`src/sv/ssca_pkg.sv`:
```
// Shared types and constants for the seven-sensor cross-section area core.
// No dependencies.
package ssca_pkg;

  localparam int NUM_SENSORS = 7;
  localparam int DIST_W      = 17;
  localparam int VALUE_W     = 44;

  localparam logic [1:0] KIND_FAULT = 2'd0;
  localparam logic [1:0] KIND_DIST  = 2'd1;
  localparam logic [1:0] KIND_AREA  = 2'd2;

  localparam logic [2:0] CFG_OUTPUT_MODE = 3'd0;

  typedef logic [DIST_W-1:0] dist_t;

  typedef struct packed {
    logic [1:0]                    kind;
    logic [NUM_SENSORS-1:0][DIST_W-1:0] dists;
  } cmd_t;

  function automatic logic [7:0] offset_reset(input logic [2:0] idx);
    logic [7:0] v;
    case (idx)
      3'd0:    v = 8'd20;
      3'd1:    v = 8'd15;
      3'd2:    v = 8'd12;
      3'd3:    v = 8'd9;
      3'd4:    v = 8'd8;
      3'd5:    v = 8'd13;
      default: v = 8'd20;
    endcase
    return v;
  endfunction

  // Q1.16 cosines of the fan angles
  function automatic logic [16:0] cos_q16(input logic [2:0] idx);
    logic [16:0] v;
    case (idx)
      3'd0, 3'd6: v = 17'd52429;
      3'd1, 3'd5: v = 17'd58615;
      3'd2, 3'd4: v = 17'd63577;
      default:    v = 17'd65536;
    endcase
    return v;
  endfunction

  // Q1.16 sines of the fan angles
  function automatic logic [16:0] sin_q16(input logic [2:0] idx);
    logic [16:0] v;
    case (idx)
      3'd0, 3'd6: v = 17'd39322;
      3'd1, 3'd5: v = 17'd29314;
      3'd2, 3'd4: v = 17'd15899;
      default:    v = 17'd0;
    endcase
    return v;
  endfunction

endpackage

```
`src/sv/ssca_queue.sv`:
```
// Two-entry command queue between front and back end. Uses ssca_pkg.
module ssca_queue (
  input  logic           clk,
  input  logic           rst_n,
  input  logic           push,
  input  ssca_pkg::cmd_t push_data,
  output logic           full,
  input  logic           pop,
  output logic           valid,
  output ssca_pkg::cmd_t pop_data
);

  ssca_pkg::cmd_t slot_r [2];
  logic           wr_ptr_r, wr_ptr_nxt;
  logic           rd_ptr_r, rd_ptr_nxt;
  logic [1:0]     cnt_r, cnt_nxt;

  assign full     = (cnt_r == 2'd2);
  assign valid    = (cnt_r != 2'd0);
  assign pop_data = slot_r[rd_ptr_r];

  always_comb begin
    wr_ptr_nxt = wr_ptr_r ^ push;
    rd_ptr_nxt = rd_ptr_r ^ pop;
    cnt_nxt    = cnt_r + 2'(push) - 2'(pop);
  end

  always_ff @(posedge clk) begin
    if (!rst_n) begin
      wr_ptr_r <= 1'b0;
      rd_ptr_r <= 1'b0;
      cnt_r    <= 2'd0;
    end else begin
      wr_ptr_r <= wr_ptr_nxt;
      rd_ptr_r <= rd_ptr_nxt;
      cnt_r    <= cnt_nxt;
    end
  end

  always_ff @(posedge clk) begin
    if (push) begin
      slot_r[wr_ptr_r] <= push_data;
    end
  end

  a_no_overflow: assert property (@(posedge clk) disable iff (!rst_n)
    push |-> !full) else $error("queue overflow");
  a_no_underflow: assert property (@(posedge clk) disable iff (!rst_n)
    pop |-> valid) else $error("queue underflow");

endmodule

```
`config.mk`:
```
export PLATFORM = sky130hd
export DESIGN_NAME = ssca_queue
export DESIGN_NICKNAME = d
export VERILOG_FILES = /design/src/sv/ssca_pkg.sv /design/src/sv/ssca_queue.sv
export SDC_FILE = /design/constraint.sdc
export NUM_CORES = 1
export LEC_CHECK = 0
export BUFFER_PORTS_ARGS = -buffer_cell sky130_fd_sc_hd__buf_2
export CAP_MARGIN = 10
export CORE_UTILIZATION = 46
export DETAILED_ROUTE_END_ITERATION = 10
export PLACE_DENSITY = 0.75
export SLEW_MARGIN = 20
export SYNTH_ARGS = -nofsm -noshare
export SYNTH_HDL_FRONTEND = slang
export SYNTH_SLANG_ARGS = --single-unit
```
`constraint.sdc`:
```
create_clock -name clk -period 4.1 [get_ports clk]
set_input_delay 0.41 -clock clk [delete_from_list [all_inputs] [get_ports clk]]
set_output_delay 0.41 -clock clk [all_outputs]
set_load 0.005 [all_outputs]
```
==> run summary <==
The run finished with clean final reports. The worst setup path is of the reg2out kind. The endpoint identified for the worst register-to-register timing path is slot_r[0][68]. After clock tree synthesis, the clock-pin slew on the worst setup and hold paths is 60 ps.

Summed over its instances, the top area cell type makes up 80.8% of the synthesized netlist area. The TritonCTS buffer count came out at 25. The first global-routing pass estimated 25,100 µm of wire. The wire-length estimate of the detail-placed layout is 10,800 µm. During placement, the flow inserted port buffers numbering 247. CTS saw 247 sinks.

The adder and majority cell fraction of the synthesized area is 0.557%. Of all flip-flops after synthesis, the portion carrying an async set or reset was 0%. No sink is reached through more buffers than the 3 on the longest clock path. Buffers inserted to repair hold after CTS numbered 0. Counting every instance in the synthesized netlist gives 397. Across the routed clock network, the largest skew measured is 22.6 ps. When the netlist entered floorplanning its net count stood at 526. Sequential elements use 81.9% of the synthesized area.

The worst path uses 68.7% of the clock period. Summing the areas of all xor and xnor instances in the mapped netlist gives 0.348% of the synthesized area. After Yosys synthesis, and, or, nand and nor cells account for 0.487% of the synthesized area. Synthesized area per cell: 22.6 µm². The number of unique standard cell types used by synthesis was 13. Across all hold checks on the routed design, the worst slack comes to 79.3 ps.

The congestion estimate from routability-driven global placement came to 0.705. Entering global routing, the biggest net connects 74 pins. The run gives 0 ps as the setup TNS after final layout. The signal on the critical path passes through buf_12 > mux2_2 > buf_2.

Detailed router's first-iteration violation count: 163. The most common cell in the synthesized netlist is sky130_fd_sc_hd__edfxtp_1. The final-report hold violation count came out at 0.

The cell taking the most area after synthesis was sky130_fd_sc_hd__edfxtp_1. Of all nets on the critical path, the largest fanout is 73. For this configuration, the core starts out at a cell density of 47.4%. Setup violations remaining at the end of the flow were counted as 0. Once placement finished, the instance area stood at 0.0105 mm². The routed wire length per instance was 17.9 µm.

The remaining antenna violation count was 0; the slew at the pin closest to its max-slew limit was 1010 ps. Sorting the synthesized cells by area gives the leading types as sky130_fd_sc_hd__edfxtp_1, sky130_fd_sc_hd__mux2_2, sky130_fd_sc_hd__buf_6, sky130_fd_sc_hd__dfxtp_1, sky130_fd_sc_hd__ha_1. Measured against its own limit, the worst slew margin works out to 32.6%. Setup slack closes at 1280 ps. The count of placed standard cells in the final layout, fillers left out was 936; the overall fraction of global-route tracks in use was 16.3%. The number of detailed-routing iterations run before antenna repair is 6, and the die span in y is 142 µm. The number of core rows is 50. In this run, synthesis produced a sequential element count of 247. The routed via count divided by cell count was 4.93; the area of all placed cells without fillers was 0.0113 mm². Buffers added to address setup during post-CTS repair amount to 0. Among all stages on the critical path, the largest delay is contributed by sky130_fd_sc_hd__dfxtp_4. Kind of capture point of the worst setup path: an output port. The routed wire length came out at 16,800 µm.

Cell chosen for the clock root: sky130_fd_sc_hd__clkbuf_16. From synthesis to final layout, the design area changed by 25.3%. The logs give 0 for the number of warnings issued by yosys and 248 for the number of I/O pins. The number of synthesized flops with an enable pin is 242.

The core region is 0.0190 mm². The number of nets in the finished design was 790; the die width was 142 µm. The fraction of final layout cells sized beyond drive strength 1 is 59.9%, and the DRC violation count after routing is 0. In this design, the stage delay of the slowest critical-path cell is 980 ps. For the worst-skew pair, the clock arrives at the later sink with an insertion delay of 510 ps. Counting instances in the post-synthesis netlist gives the leading cell types as sky130_fd_sc_hd__edfxtp_1, sky130_fd_sc_hd__mux2_2, sky130_fd_sc_hd__buf_6, sky130_fd_sc_hd__dfxtp_1, sky130_fd_sc_hd__ha_1. The class of the tightest hold or removal check was in2reg. Global routing finished with a remaining overflow of 0. The worst setup path is launched from a flop.

The die covers 0.0201 mm². The most critical setup path has its endpoint at pop_data[38]. The logs give 4.20 nW for the cell leakage power and 2080 ps for the minimum setup slack among reg-to-reg paths.

Maximum clock frequency: 0.355 GHz. Setup repair after global routing left no endpoint under its margin. The number of gates resized after cts is 0, and the number of antenna violations at the first check in global routing is 1.

The worst register-to-register path begins at wr_ptr_r. The predominant post-synthesis flop cell was sky130_fd_sc_hd__edfxtp_1. For the data required time of the worst path, the log shows 3690 ps.

The smallest clock period supported by the final layout is computed as 2820 ps. Max-cap violations in this run came to 0. Dividing total power by cell area gives a power density of 500 mW/mm².

The detailed router placed 4,610 vias in this run. After synthesis the cells add up to 0.00899 mm². After detailed placement, the design holds a cell count of 894. The maximum VDD drop was 0.438 mV. The synthesized netlist devotes 0% of its cell area to compound gates.

By area, the combinational part of the netlist is dominated by multiplexers. The run gives 2410 ps as the data arrival time of the critical path. At the placement stage, the worst setup path has a slack of 1760 ps. Max-slew violation count: 0.

The via count of the first global-routing pass is 4,943. The number of cells on the worst reg-to-reg path is 3. The share of synthesized area spent on multiplexers is 15.2%, and the depth of the CTS H-tree is 1. TritonCTS built the clock tree.
logic make-up (layout without fill, tap and decap cells):
kind of cell,count (synthesis),after routing
xor+xnor,2,2
buf+inv,16,293
fa+ha+maj,4,4
flops,247,247
other cells,0,2
simple gates,7,7
mux,121,121
placed cells by master (no fill, tap or decap), drive strengths merged:
| cell | instances |
|---|---|
| and2 | 3 |
| buf | 250 |
| bufinv | 2 |
| clkbuf | 29 |
| clkinv | 8 |
| dfxtp | 5 |
| diode | 2 |
| edfxtp | 242 |
| ha | 4 |
| inv | 4 |
| mux2 | 121 |
| nor2b | 3 |
| or2 | 1 |
| xnor3 | 1 |
| xor2 | 1 |
where the power goes:
group	internal [mW]	switching (mW)
clock network	1.23	0.860
registers	2.95	0.0655
logic	0.289	0.243
total	4.47	1.17
worst min-delay path by stage:
stage	startpoint	endpoint	slack, ps	depth (start not counted)
after floorplan	push_data[0]	slot_r[0][0]	510	0
after global placement	rd_ptr_r	flop	570	2
after detailed placement	rd_ptr_r	flop	560	2
after CTS	push_data[6]	slot_r[0][6]	60	1
after global routing	push_data[2]	slot_r[0][2]	60	1
final	push_data[9]	slot_r[0][9]	80	1
state kept, by name, summed over array words and instances (netlist names), named ones only:
name / flops
cnt_r: 2
rd_ptr_r: 1
slot_r: 242
wr_ptr_r: 1
per-layer routing:
metal	up-vias	wire [µm]	part of all wire (%)	track usage, %
met4	0	439	2.6	5.21
li1	2103	-	-	-
met5	-	0	0	0
met2	184	8520	51	29.0
met1	2294	6410	38	18.4
met3	29	1410	8.4	5.37
final cells by class:
| type | count | area (µm²) |
|---|---|---|
| Sequential cell | 247 | 7370 |
| Inverter | 3 | 11.3 |
| Clock inverter | 11 | 100 |
| Antenna cell | 2 | 5.00 |
| Fill cell | 1398 | 7690 |
| Multi-Input combinational cell | 134 | 1510 |
| Timing Repair Buffer | 250 | 1300 |
| Clock buffer | 29 | 641 |
| Tap cell | 260 | 325 |
worst max-delay path: cells and delay by family, from the launching register on:
kind / cells / cell delay (ps)
mux: 1 / 380
buf+inv: 2 / 490
flops: 1 / 980
metrics by stage:
stage | util [%] | total power [mW]
2_1_floorplan | - | 3.35
3_3_place_gp | 55.5 | 3.58
3_5_place_dp | 55.5 | 3.61
4_1_cts | 59.4 | 5.69
5_1_grt | 59.4 | 5.83
6_report | 59.4 | 5.63
Note: power is estimated with default switching activity, not from simulation.
