===== src/sv/ssca_pkg.sv =====
// Shared types and constants for the seven-sensor cross-section area core.
// No dependencies.
package ssca_pkg;

  localparam int NUM_SENSORS = 7;
  localparam int DIST_W      = 17;
  localparam int VALUE_W     = 44;

  localparam logic [1:0] KIND_FAULT = 2'd0;
  localparam logic [1:0] KIND_DIST  = 2'd1;
  localparam logic [1:0] KIND_AREA  = 2'd2;

  localparam logic [2:0] CFG_OUTPUT_MODE = 3'd0;

  typedef logic [DIST_W-1:0] dist_t;

  typedef struct packed {
    logic [1:0]                    kind;
    logic [NUM_SENSORS-1:0][DIST_W-1:0] dists;
  } cmd_t;

  function automatic logic [7:0] offset_reset(input logic [2:0] idx);
    logic [7:0] v;
    case (idx)
      3'd0:    v = 8'd20;
      3'd1:    v = 8'd15;
      3'd2:    v = 8'd12;
      3'd3:    v = 8'd9;
      3'd4:    v = 8'd8;
      3'd5:    v = 8'd13;
      default: v = 8'd20;
    endcase
    return v;
  endfunction

  // Q1.16 cosines of the fan angles
  function automatic logic [16:0] cos_q16(input logic [2:0] idx);
    logic [16:0] v;
    case (idx)
      3'd0, 3'd6: v = 17'd52429;
      3'd1, 3'd5: v = 17'd58615;
      3'd2, 3'd4: v = 17'd63577;
      default:    v = 17'd65536;
    endcase
    return v;
  endfunction

  // Q1.16 sines of the fan angles
  function automatic logic [16:0] sin_q16(input logic [2:0] idx);
    logic [16:0] v;
    case (idx)
      3'd0, 3'd6: v = 17'd39322;
      3'd1, 3'd5: v = 17'd29314;
      3'd2, 3'd4: v = 17'd15899;
      default:    v = 17'd0;
    endcase
    return v;
  endfunction

endpackage


===== src/sv/ssca_front.sv =====
// Front end: configuration registers, per-sensor distance store, frame and
// fault bookkeeping; at most one command per closed frame. Uses ssca_pkg.
module ssca_front (
  input  logic                clk,
  input  logic                rst_n,
  input  logic                cfg_wr_en,
  input  logic [2:0]          cfg_index,
  input  logic [7:0]          cfg_wdata,
  input  logic                in_valid,
  output logic                in_ready,
  input  logic [2:0]          in_sensor_index,
  input  logic [15:0]         in_raw_reading,
  input  logic                in_read_failed,
  input  logic                q_full,
  output logic                q_push,
  output ssca_pkg::cmd_t      q_push_data
);

  logic                  mode_r;
  logic [7:0]            off_r [ssca_pkg::NUM_SENSORS];
  ssca_pkg::dist_t       dist_r [ssca_pkg::NUM_SENSORS];
  logic                  fail_r, fail_nxt;
  logic                  reported_r, reported_nxt;
  logic                  accept;
  logic                  valid_idx;
  ssca_pkg::dist_t       dist_new;

  assign in_ready  = !q_full;
  assign accept    = in_valid && in_ready;
  assign valid_idx = (in_sensor_index != 3'd7);
  assign dist_new  = in_read_failed ? '0 :
                     (17'(in_raw_reading) + 17'd16 + 17'(off_r[in_sensor_index]));

  always_comb begin
    fail_nxt     = fail_r;
    reported_nxt = reported_r;
    q_push       = 1'b0;
    q_push_data.kind = ssca_pkg::KIND_FAULT;
    for (int i = 0; i < ssca_pkg::NUM_SENSORS; i++) begin
      q_push_data.dists[i] = dist_r[i];
    end
    q_push_data.dists[6] = dist_new;
    if (accept && valid_idx) begin
      if (in_read_failed) begin
        fail_nxt = 1'b1;
      end
      if (in_sensor_index == 3'd6) begin
        if (fail_r || in_read_failed) begin
          fail_nxt = 1'b0;
          if (!reported_r) begin
            reported_nxt     = 1'b1;
            q_push           = 1'b1;
            q_push_data.kind = ssca_pkg::KIND_FAULT;
          end
        end else begin
          reported_nxt     = 1'b0;
          q_push           = 1'b1;
          q_push_data.kind = mode_r ? ssca_pkg::KIND_DIST : ssca_pkg::KIND_AREA;
        end
      end
    end
  end

  always_ff @(posedge clk) begin
    if (!rst_n) begin
      mode_r     <= 1'b0;
      fail_r     <= 1'b0;
      reported_r <= 1'b0;
      for (int i = 0; i < ssca_pkg::NUM_SENSORS; i++) begin
        off_r[i]  <= ssca_pkg::offset_reset(3'(i));
        dist_r[i] <= '0;
      end
    end else begin
      fail_r     <= fail_nxt;
      reported_r <= reported_nxt;
      if (cfg_wr_en) begin
        if (cfg_index == ssca_pkg::CFG_OUTPUT_MODE) begin
          mode_r <= cfg_wdata[0];
        end else begin
          off_r[cfg_index - 3'd1] <= cfg_wdata;
        end
      end
      if (accept && valid_idx) begin
        dist_r[in_sensor_index] <= dist_new;
      end
    end
  end

  a_push_on_close: assert property (@(posedge clk) disable iff (!rst_n)
    q_push |-> (accept && in_sensor_index == 3'd6))
    else $error("push without frame close");
  a_fault_once: assert property (@(posedge clk) disable iff (!rst_n)
    (q_push && q_push_data.kind == ssca_pkg::KIND_FAULT) |-> !reported_r)
    else $error("fault pushed twice");

endmodule


===== config.mk =====
export PLATFORM = sky130hd
export DESIGN_NAME = ssca_front
export DESIGN_NICKNAME = d
export VERILOG_FILES = /design/src/sv/ssca_pkg.sv /design/src/sv/ssca_front.sv
export SDC_FILE = /design/constraint.sdc
export NUM_CORES = 1
export LEC_CHECK = 0
export BUFFER_PORTS_ARGS = -buffer_cell sky130_fd_sc_hd__clkbuf_2
export CELL_PAD_IN_SITES_DETAIL_PLACEMENT = 0
export CELL_PAD_IN_SITES_GLOBAL_PLACEMENT = 1
export CORE_UTILIZATION = 45
export CTS_BUF_LIST = sky130_fd_sc_hd__clkbuf_4 sky130_fd_sc_hd__clkbuf_8
export CTS_CLUSTER_DIAMETER = 40
export DETAILED_ROUTE_END_ITERATION = 10
export GPL_ROUTABILITY_DRIVEN = 0
export PLACE_DENSITY = 0.93
export SLEW_MARGIN = 20
export SYNTH_ARGS = -nofsm -noshare
export SYNTH_HDL_FRONTEND = slang
export SYNTH_SLANG_ARGS = --single-unit

===== constraint.sdc =====
create_clock -name clk -period 10.7 [get_ports clk]
set_input_delay 1.605 -clock clk [delete_from_list [all_inputs] [get_ports clk]]
set_output_delay 1.605 -clock clk [all_outputs]
set_load 0.05 [all_outputs]

==> out/results.ini, run 1 <==
[status]
outcome = finished clean

[pwr]
power_leakage_nw = 3.72
ir_worst_vdd_mv = 0.0979
power_density_mw_per_mm2 = 165

[worst_setup_path]
criticalPathCategory = input pin to output pin
startpoint_type = input pin
crit_fanout = 21
worstPathArrival_ns = 5.48
critPathRequiredTime_ns = 9.10
cp-end-kind = output pin

[clock_tree]
cts_tree = built
hold_buffers = 0
cts_max_level = 4
cts_root_buf = clkbuf_8
postCtsSetupBuffers = 0
clk_pin_slew_ns = 0.09
clockBufferDepth = 2
cts_made_buffers = 17
postCtsResizedCells = 0
cts_sinks = 169
clk_latency_ns = 0.46

[synth]
yosysSeqAreaShare_pct = 64.9
ys_ff_latch = 169
avgSynthCellArea_sq_um = 13.0
yosys-top-cells-count = edfxtp_1, nor2_1, nand2_1
yosys_most_used_dff = edfxtp_1
synth_area_leaders = edfxtp_1, nor2_1, mux4_2, ha_1, dfxtp_1
synth_top_cell_by_area = edfxtp_1
netlist_area_sq_mm = 0.00765
synth_edf_count = 158
syn_nets = 642
synth_cells = 587
synth.top_cell.area_share_pct = 62.0
synth_cell_types = 66
ys_warn_count = 0
yosysMostFrequentCell = edfxtp_1
async_flop_share_pct = 0

[floorplanning]
core.rowCount = 47
core-area_sq_mm = 0.0166
fp.dieW_microns = 132
initial_core_util_pct = 46.2
io_pins = 159
die_area_sq_mm = 0.0175
die_h_microns = 132

[timing]
maxSlewHeadroom_pct = 28.9
slew_violations = 0
fin_crit_sh_pct = 66.2
rsz0062_at_grt = no
finClkSkew_ns = 0.0167
finalCriticalPeriod_ns = 7.08
setup_viol = 0
timing.final.hold_violations = 0
setup_tns_ns = 0
tightest_slew_ns = 1.06
max_freq_mhz = 141

[route]
wire_per_inst_microns = 19.0
drt-pass1-iter-count = 5
viasPerCell = 5.33
drt-initial-drc-count = 427
vias = 5199
drc = 0
totalWireLength_mm = 18.6
detail-route-antenna-nets = 0

[cells_and_area]
area_delta_synth_final_pct = 17.6
n_antenna_cell = 0
drive_gt1_share_pct = 31.8
final_nets = 797
fin_cells = 975

[job]
drv_cap = 0

[placement]
io_buffers = 158
hpwl_mm = 13.6
dp.cells = 943

[global_routing]
grt_first_pass_wirelength_mm = 28.9
grt_pass1_vias = 5033
grt_max_degree = 28
grt_usage_pct = 22.3
antenna_found_initial = 0
grt.overflow.total = 0

[worst_hold_path]
hp-class = register to register

cell type report:
class	count	area, sq um
fillers	1403	7580
repair buffers	159	798
clock inverters	14	131
flip-flops and latches	169	4960
multi-input cells	367	2480
well taps	220	275
clock buffers	18	241
inverters	28	105
worst max-delay path, stage by stage:
cell and delay, ns:
clkbuf_2 0.55, mux4_2 0.59, mux2_2 0.28, ha_1 0.28, ha_1 0.16, inv_1 0.05
fa_1 0.39, nand2b_1 0.19, a211oi_2 0.34, o21bai_1 0.14, xor2_1 0.56, nor2_1 0.08
clkbuf_2 0.26
state kept, by name, indices dropped and copies added, names as in the netlist:
register,cells
fail_r,1
reported_r,1
dist_r,102
off_r,64
mode_r,1
where the power goes:
group | switching [mW] | internal, mW | total, mW | leakage [nW]
registers | 0.00864 | 0.748 | 0.756 | 1.72
clock network | 0.259 | 0.174 | 0.433 | 0.193
logic | 0.221 | 0.0741 | 0.295 | 1.81
cells by family (layout without fill, tap and decap cells):
family                   count (synthesis)  in the layout  synth area share [%]
AO/OA/AOI/OAI                           52             52                  5.26
multiplexers                            31             31                  6.80
XOR/XNOR                                 7              7                 0.899
AND/OR/NAND/NOR                        258            258                  16.2
buffers and inverters                   51            219                  2.80
flip-flops                             169            169                  64.9
adder cells (fa/ha/maj)                 19             19                  3.20
layout by cell type (no fill, tap or decap), drive strengths merged, types with 11 or more instances in the layout:
master / n
nand2: 42
nor2b: 11
ha: 18
inv: 37
a21oi: 17
clkbuf: 176
nor2: 119
nor3: 22
nand3: 12
mux4: 16
edfxtp: 158
dfxtp: 11
routing by layer:
metal | global-route usage [%] | routed length, microns | vias to the layer above
li1 | - | - | 2432
met1 | 28.0 | 7540 | 2491
met2 | 37.4 | 9180 | 242
met3 | 4.64 | 1300 | 34
met4 | 10.2 | 553 | 0
met5 | 0 | 0 | -
worst paths after layout:
check                           depth (start not counted)          startpoint                to  slack, ns
worst max-delay path                                   13  in_sensor_index[0]  q_push_data[117]       3.62
worst min register to register                          2              mode_r            mode_r       0.49
worst min-delay path                                    2              mode_r            mode_r       0.49
worst max register to register                         11         off_r[4][1]     dist_r[0][15]       6.93
stage by stage:
stage	util, %	setup WS, ns	cell area (sq um)	hold WS (ns)	total power [mW]
2_1_floorplan	-	3.99	7650	0.436	0.983
3_3_place_gp	52.0	3.68	8630	0.469	1.06
3_5_place_dp	52.0	3.59	8630	0.472	1.07
4_1_cts	54.3	3.56	9000	0.491	1.49
5_1_grt	54.3	3.31	9000	0.519	1.53
6_report	54.3	3.62	9000	0.490	1.48
(Power assumes the default switching activity.)
==> run 2: changes to the inputs <==
ABC_AREA = 1   (was not set)
CORE_UTILIZATION = 44   (was 45)
PLACE_DENSITY = 0.94   (was 0.93)
clock period = 7.25 ns   (was 10.7 ns; I/O delays follow)
==> run 2 against run 1 <==
Effect of this change:
- clock power increased by 65%
- global-route usage decreased by 0.81 points
- sequential share of layout area decreased by 0.39 points
- setup slack got worse by 2.5 ns
- power increased by 49%
- die area increased by 2.3%
- wire length increased by 2.5%
- register-to-register slack got worse by 3.0 ns
- utilization decreased by 0.19 points
- via count increased by 10%
- hold slack got worse by 0.0092 ns
- critical endpoint is now q_push_data[108]
- largest cell class unchanged
==> out/results.ini, run 2 <==
[route]
wire_per_inst_microns = 17.0
viasPerCell = 5.12
totalWireLength_mm = 19.0
drc = 0
drt-pass1-iter-count = 7
detail-route-antenna-nets = 0
drt-initial-drc-count = 556
vias = 5740

[clock_tree]
clk_pin_slew_ns = 0.11
clk_latency_ns = 0.46
cts_tree = built
cts_max_level = 4
cts_made_buffers = 17
cts_sinks = 169
hold_buffers = 0
postCtsResizedCells = 0
cts_root_buf = clkbuf_8
postCtsSetupBuffers = 0
clockBufferDepth = 2

[synth]
synth_cells = 730
syn_nets = 785
yosys-top-cells-count = nor2_1, edfxtp_1, nand2_1
synth_top_cell_by_area = edfxtp_1
avgSynthCellArea_sq_um = 10.5
async_flop_share_pct = 0
synth.top_cell.area_share_pct = 62.0
synth_area_leaders = edfxtp_1, nor2_1, nand2_1, inv_1, ha_1
yosys_most_used_dff = edfxtp_1
netlist_area_sq_mm = 0.00766
ys_warn_count = 0
synth_edf_count = 158
ys_ff_latch = 169
yosysMostFrequentCell = nor2_1
yosysSeqAreaShare_pct = 64.8
synth_cell_types = 37

[global_routing]
grt_first_pass_wirelength_mm = 28.4
busiest_layer = met2
grt_pass1_vias = 5158
grtUsageMet2_pct = 36.0
use_met1_pct = 27.2
grt.overflow.total = 0
grt_max_degree = 22
grt_usage_pct = 21.5
antenna_found_initial = 0
gr-usage-met3_pct = 3.93

[worst_setup_path]
critPathRequiredTime_ns = 6.16
worstPathArrival_ns = 5.03
crit_fanout = 20
startpoint_type = input pin
criticalPathCategory = input pin to output pin
r2r_setup_slack_ns = 3.91
cp-end-kind = output pin

[pwr]
ir_worst_vdd_mv = 0.143
p_switching_mw = 0.716
power.total_mw = 2.21
p_int_mw = 1.50
power_density_mw_per_mm2 = 244
seqPwrFrac_pct = 50.8
power_frac_clock_pct = 32.2
netSwitchingFraction_pct = 32.3
power_leakage_nw = 4.01
comb_power_share_pct = 17.1

[cells_and_area]
n_antenna_cell = 0
final_common_cell = nor2_1
area_delta_synth_final_pct = 18.4
largest_register_ff_count = 102
utilization_pct = 54.1
fill_cells = 1452
final_cell_mix = nor2_1, edfxtp_1, clkbuf_2
regMostFlops = dist_r
final_nets = 944
largest_registers = dist_r: 102 flops, off_r: 64 flops
drive_gt1_share_pct = 23.2

[timing]
fin_crit_sh_pct = 84.4
slew_violations = 0
setup_tns_ns = 0
max_freq_mhz = 163
tightest_slew_ns = 0.810
rsz0062_at_grt = no
maxSlewHeadroom_pct = 45.8
setup_viol = 0
finalCriticalPeriod_ns = 6.12
holdWs_ns = 0.481
timing.final.hold_violations = 0
finClkSkew_ns = 0.0169

[floorplanning]
fp.dieW_microns = 134
initial_core_util_pct = 45.7
core.rowCount = 47
core-area_sq_mm = 0.0168
io_pins = 159
die_area_sq_mm = 0.0179
die_h_microns = 134

[worst_hold_path]
hp-class = register to register

[placement]
io_buffers = 158
hpwl_mm = 14.2

[status]
outcome = finished clean

[job]
drv_cap = 0

==> run 2: cell count changes in the layout (fill, tap and decap cells not counted), sizes merged, moves of 11 or more <==
| cell | before | now |
|---|---|---|
| nor2 | 119 | 199 |
| a22oi | 0 | 11 |
| o21ai | 7 | 29 |
| nand2 | 42 | 109 |
| mux4 | 16 | 0 |
| inv | 37 | 101 |
| nor3 | 22 | 5 |
| nand3 | 12 | 28 |
| nor2b | 11 | 0 |
==> run 2: cell families after synthesis <==
logic type                 share of synthesized area, %
adders and majority gates                          3.20
DFF                                                64.8
xor gates and xnor gates                          0.114
buffers and inverters                              6.52
AOI/OAI and AO/OA                                  5.34
and+or+nand+nor                                    20.0
==> run 2: final timing paths <==
| path | to | startpoint | depth (start not counted) |
|---|---|---|---|
| setup / recovery | q_push_data[108] | in_sensor_index[0] | 16 |
| hold / removal | mode_r | mode_r | 2 |
| setup reg to reg | dist_r[1][9] | off_r[4][1] | 17 |
| hold reg to reg | mode_r | mode_r | 2 |
==> run 2: stage by stage <==
stage / cells / setup slack [ns] / cell area, sq um
after CTS: 1122 / 1.21 / 9060
after floorplan: 730 / 2.25 / 7660
after detailed placement: 1090 / 1.24 / 8610
after global routing: 1122 / 0.807 / 9060
final: 1122 / 1.13 / 9060
after global placement: 1090 / 1.29 / 8610
==> run 2: power groups by stage <==
stage                     combinational [mW]  clock [mW]  sequential, mW
after CTS                              0.379       0.715            1.12
final                                  0.378       0.713            1.12
after global routing                   0.408       0.751            1.13
after detailed placement               0.377           0            1.15
after global placement                 0.375           0            1.15
after floorplan                        0.202           0            1.22
==> run 2: critical path: stages <==
cell	delay, ns
clkbuf_2	0.26
inv_1	0.61
nand2_1	0.17
inv_2	0.33
a22oi_1	0.12
o21ai_0	0.11
nor2_1	0.06
a21oi_1	0.21
ha_1	0.29
ha_1	0.39
or2_1	0.25
nand3_1	0.08
nand2_1	0.11
and2_1	0.16
nor2_1	0.40
clkbuf_2	0.37
==> run 2: routing by layer <==
layer,up-vias,share of wire (%)
met5,-,0
met4,0,2.9
met3,39,8.0
met2,336,49
met1,2623,40
li1,2742,-
==> run 2: layout make-up <==
| cell class | instances | area (sq um) | share of cell area, % |
|---|---|---|---|
| flip-flops and latches | 169 | 4960 | 54.8 |
| multi-input cells | 445 | 2200 | 24.3 |
| repair buffers | 160 | 806 | 8.89 |
| inverters | 96 | 365 | 4.03 |
| well taps | 220 | 275 | 3.04 |
| clock buffers | 17 | 234 | 2.58 |
| clock inverters | 15 | 220 | 2.43 |
